`config.mk`:
```
export PLATFORM = sky130hd
export DESIGN_NAME = c2dt_ram
export DESIGN_NICKNAME = d
export VERILOG_FILES = /design/src/rtl/c2dt_ram.sv
export SDC_FILE = /design/constraint.sdc
export NUM_CORES = 1
export LEC_CHECK = 0
export ABC_CLOCK_PERIOD_IN_PS = 4900
export BUFFER_PORTS_ARGS = -buffer_cell sky130_fd_sc_hd__clkbuf_2
export CAP_MARGIN = 20
export CORE_AREA = 2 2 369 371
export CTS_CLUSTER_SIZE = 20
export DETAILED_ROUTE_END_ITERATION = 8
export DIE_AREA = 0 0 371 373
export GPL_TIMING_DRIVEN = 0
export PLACE_DENSITY = 0.43
export SLEW_MARGIN = 0
export SYNTH_ARGS = -nofsm -noshare
export SYNTH_HDL_FRONTEND = slang
export SYNTH_SLANG_ARGS = --single-unit
```
`constraint.sdc`:
```
create_clock -name clk -period 4.9 [get_ports clk]
set_input_delay 1.225 -clock clk [delete_from_list [all_inputs] [get_ports clk]]
set_output_delay 1.225 -clock clk [all_outputs]
set_load 0.02 [all_outputs]
```
`src/rtl/c2dt_ram.sv`:
```
// ============================================================================
// c2dt_ram
// Generic simple dual-port RAM with one write port and a registered read.
// ============================================================================
module c2dt_ram #(
    parameter int WIDTH = 16,
    parameter int DEPTH = 64
) (
    input  logic                     clk,
    input  logic                     we,
    input  logic [$clog2(DEPTH)-1:0] waddr,
    input  logic [WIDTH-1:0]         wdata,
    input  logic [$clog2(DEPTH)-1:0] raddr,
    output logic [WIDTH-1:0]         rdata
);

    logic [WIDTH-1:0] mem [DEPTH];

    always_ff @(posedge clk)
    begin
        if (we)
        begin
            mem[waddr] <= wdata;
        end
        rdata <= mem[raddr];
    end

endmodule

```
==> run summary <==
The run finished with clean final reports. Counting flops with a built-in enable in the synthesized netlist gives 1024. The HPWL after detailed placement came out at just under 80 mm. The peak ir drop on the vdd network came out at roughly 0.26 mV. The setup slack after layout is around 1.3 ns. The worst hold path belongs to the class register to register. In this run the worst setup path terminates at rdata[0]$_DFF_P_.

The static power due to leakage is roughly 15 nW. The portion of the post-synthesis area used by sequential elements is 0.776. The first global-routing pass estimated 159 mm of wire. The total standard cell area after synthesis came out at 40000 um^2. Compared with the post-synthesis result, the final layout area differs by 19.0%.

The setup fix buffers added after clock tree synthesis came out at 0. Setup repair after global routing left no endpoint under its margin. The worst hold slack across all endpoints is ~1 ns. During synthesis, Yosys emitted a total of 0 warnings. Entering global routing, the biggest net connects 65 pins. Clock tree synthesis found a total of approximately 1.0k sinks. The number of cells on the worst reg-to-reg path is 5. Dividing the final minimum period by the clock period gives 0.742.

The largest fanout on the critical path came out at 10. The count of state elements after synthesis came out at roughly 1.0k. The H-tree depth reported by CTS came out at 3. In the synthesized netlist the dominant register cell turns out to be sky130_fd_sc_hd__edfxtp_1.

Counting distinct cell types in the post-synthesis netlist gives between 40 and 50. After detailed routing, the number of vias per cell comes to approximately 5.0. The final-layout setup total negative slack came out at 0 ns. At the pin with the least slew margin, the transition time is approximately 1.1 ns. The relative slew slack is 0.252. The number of buffers added by the clock tree synthesis step came out at around 110.

The number of max-capacitance violations reported came out at 0. The initial antenna violation count is 11. Synthesis handed over a netlist of between 1.5k and 2k instances.

The data required time at the worst endpoint is between 5 and 6 ns. Counting along the longest clock path gives a buffer depth of 3. For this block, the initial DRC count from the detailed router was roughly 1.8k. The detail-routed net length per standard cell is roughly 29 um. Of all flip-flops after synthesis, the portion carrying an async set or reset was 0. The initial core utilization is 0.297.

The I/O pin count came out at 46. Across all register-to-register paths, the minimum setup slack is ~2.3 ns. The net total in the final layout is between 2k and 2.5k.

The total length of routed wires is ~110 mm. Between clock sinks in the finished design, the worst skew comes to between 0.02 and 0.025 ns. The CTS tree is done. The post-synth net total came out at 1859. The residual DRC count came out at 0. The global router's overall resource usage is 0.166. The die covers between 100000 and 150000 um^2. At the later pin of the worst-skew pair, clock insertion delay measures between 0.6 and 0.7 ns. The via count of the first global-routing pass came out at around 20k. In this run the standard cell core region covers 135000 um^2. The overall via count from detail_route came out at 19.5k. A synthesized cell averages about 22 um^2. The count of final max-slew check failures is 0. The data arrival time of the critical path is 4.14 ns. Counting I/O delays and the setup requirement, the final critical path takes about 3.6 ns. The endpoint identified for the worst register-to-register timing path is rdata[0]$_DFF_P_. The hold violation count in the final report came out at 0.

The tree is rooted in a sky130_fd_sc_hd__clkbuf_16. In this run the core area contains between 100 and 150 standard-cell rows. From bottom edge to top edge, the die measures ~370 um. The worst slack at placement is roughly 0.48 ns. STA classifies the critical path endpoint as a register. The quantity of hold-fixing buffers added after cts is 0.

In the final layout, the share of cells above drive strength 1 is 0.308. The startpoint type of the worst setup path is an input pin. The power consumption is 0.0194 W.

The number of cells upsized or downsized after cts is 0. The beginning of the critical path is raddr[2]. The number of buffer cells added on primary ports is 38. The leftover overflow at the end of global routing is 0. The post-detailed-route count of antenna-violating nets came out at 0.

The startpoint identified for the worst register-to-register timing path is mem[22][0]$_DFFE_PP_. The congestion estimate from routability-driven global placement came to around 0.81. The cell area after layout came out at 47600 um^2. The first-pass detailed-route iteration total came out at 6. Static timing analysis puts the maximum clock frequency at roughly 270 MHz. The horizontal extent of the die came out at 371 um. The clock slew at the register clock pins of the worst setup and hold paths came out at ~0.060 ns. Counting the fill cells in the layout gives between 10k and 15k. The placed instances occupy a cell area of between 40000 and 50000 um^2. The worst setup path is of the input pin to register kind. The ratio of total power to cell area came out at between 400 and 500 nW/um^2.

Setup violations remaining at the end of the flow were counted as 0.
cells in the final DEF (no fill, tap or decap), drive strengths merged:
cell type,netlist,routed
clkbuf,27,211
or3,1,1
a311oi,8,8
nor2,74,74
and2,2,2
inv,0,3
o21ai,8,8
nand2b,3,3
nand4,12,12
a211oi,8,8
a31oi,8,8
clkinvlp,0,4
or3b,1,1
a221o,6,6
edfxtp,1024,1024
bufinv,0,12
a41oi,5,5
mux4,224,224
and4,5,5
a22oi,39,39
nor4,3,3
nand3b,2,2
mux2i,85,85
nor3,2,2
diode,0,3
a221oi,16,16
nor2b,30,30
nand3,24,24
mux2,27,27
dfxtp,16,16
a22o,6,6
nand4b,1,1
nand2,60,60
clkinv,0,42
a211o,8,8
buf,77,151
a21oi,17,17
layout make-up:
class | instances | area, um^2 | area share
sequential | 1040 | 31100 | 0.652
clock inverter | 61 | 596 | 0.0125
clock buffer | 146 | 3080 | 0.0646
tap | 1781 | 2230 | 0.0468
antenna | 3 | 7.51 | 0.000158
multi-input combinational | 685 | 8400 | 0.176
timing repair buffer | 112 | 1520 | 0.0319
buffer | 104 | 733 | 0.0154
power by group:
part	internal [W]	switching (W)
clock network	0.00502	0.00340
logic	0.000359	0.000715
registers	0.00985	0.0000169
per-layer routing:
metal	share of wire	vias to the layer above	GRT usage	wire length (um)
li1	-	8169	-	-
met5	0.00011	-	0	13
met3	0.052	147	0.0245	5950
met1	0.43	10600	0.229	49900
met2	0.49	576	0.274	56300
met4	0.023	2	0.0405	2680
state kept, by name (all words and copies together) (netlist names):
| signal | count |
|---|---|
| rdata | 16 |
| mem | 1024 |
how the worst min path moves through the flow:
stage | end | start | slack (ns) | cells after the start
6_report | rdata[13]$_DFF_P_ | mem[40][13]$_DFFE_PP_ | 0.99 | 4
5_1_grt | rdata[14]$_DFF_P_ | mem[36][14]$_DFFE_PP_ | 1.07 | 4
4_1_cts | rdata[1]$_DFF_P_ | mem[37][1]$_DFFE_PP_ | 1.01 | 3
3_5_place_dp | rdata[1]$_DFF_P_ | mem[37][1]$_DFFE_PP_ | 1.0 | 3
3_3_place_gp | rdata[4]$_DFF_P_ | mem[36][4]$_DFFE_PP_ | 1.0 | 3
2_1_floorplan | rdata[10]$_DFF_P_ | mem[62][10]$_DFFE_PP_ | 0.75 | 5
worst max-delay path: stages:
cell                       delay [ns]
sky130_fd_sc_hd__buf_2           0.25
sky130_fd_sc_hd__buf_2           0.39
sky130_fd_sc_hd__buf_2           0.48
sky130_fd_sc_hd__buf_2           0.38
sky130_fd_sc_hd__mux2i_1         0.29
sky130_fd_sc_hd__nand3_1         0.15
sky130_fd_sc_hd__a31oi_1         0.75
sky130_fd_sc_hd__a311oi_1        0.19
metrics by stage:
stage               utilization  instances
detailed placement        0.327       3722
CTS                       0.354       3929
floorplan                     -       1829
finish                    0.354       3932
global route              0.354       3929
global placement          0.315       3648
cell families (layout without fill, tap and decap cells):
| family | count (synthesis) | after routing | share of synthesized area |
|---|---|---|---|
| multiplexers | 336 | 336 | 0.155 |
| other | 0 | 3 | 0 |
| AO/OA/AOI/OAI | 129 | 129 | 0.0241 |
| AND/OR/NAND/NOR | 220 | 220 | 0.0265 |
| flip-flops | 1040 | 1040 | 0.776 |
| buffers and inverters | 104 | 423 | 0.0183 |
cell usage after synthesis, types with 3 or more instances:
cell type / n / area [um^2]
sky130_fd_sc_hd__mux4_1: 4 / 105
sky130_fd_sc_hd__nor2_1: 72 / 270
sky130_fd_sc_hd__a221oi_1: 16 / 140
sky130_fd_sc_hd__buf_4: 13 / 97.6
sky130_fd_sc_hd__a31oi_1: 8 / 50.1
sky130_fd_sc_hd__and4_1: 5 / 43.8
sky130_fd_sc_hd__a221o_1: 6 / 60.1
sky130_fd_sc_hd__a211o_1: 8 / 70.1
sky130_fd_sc_hd__nor4_2: 3 / 37.5
sky130_fd_sc_hd__edfxtp_1: 1024 / 30700
sky130_fd_sc_hd__clkbuf_1: 24 / 90.1
sky130_fd_sc_hd__buf_1: 3 / 11.3
sky130_fd_sc_hd__nand3_1: 24 / 120
sky130_fd_sc_hd__nand2_1: 59 / 221
sky130_fd_sc_hd__o21ai_1: 3 / 15.0
sky130_fd_sc_hd__mux2i_1: 85 / 851
sky130_fd_sc_hd__nand2b_1: 3 / 18.8
sky130_fd_sc_hd__o21ai_0: 5 / 25.0
sky130_fd_sc_hd__buf_12: 5 / 100
sky130_fd_sc_hd__dfxtp_1: 16 / 320
sky130_fd_sc_hd__a311oi_1: 8 / 70.1
sky130_fd_sc_hd__a21oi_1: 17 / 85.1
sky130_fd_sc_hd__a22o_1: 6 / 52.6
sky130_fd_sc_hd__nand4_1: 12 / 75.1
sky130_fd_sc_hd__buf_8: 3 / 45.0
sky130_fd_sc_hd__mux2_2: 27 / 304
sky130_fd_sc_hd__buf_2: 36 / 180
sky130_fd_sc_hd__mux4_2: 220 / 4950
sky130_fd_sc_hd__buf_6: 17 / 191
sky130_fd_sc_hd__a41oi_1: 5 / 43.8
sky130_fd_sc_hd__a22oi_1: 39 / 293
sky130_fd_sc_hd__nor2b_1: 30 / 188
sky130_fd_sc_hd__a211oi_1: 8 / 60.1
(Power assumes the default switching activity.)
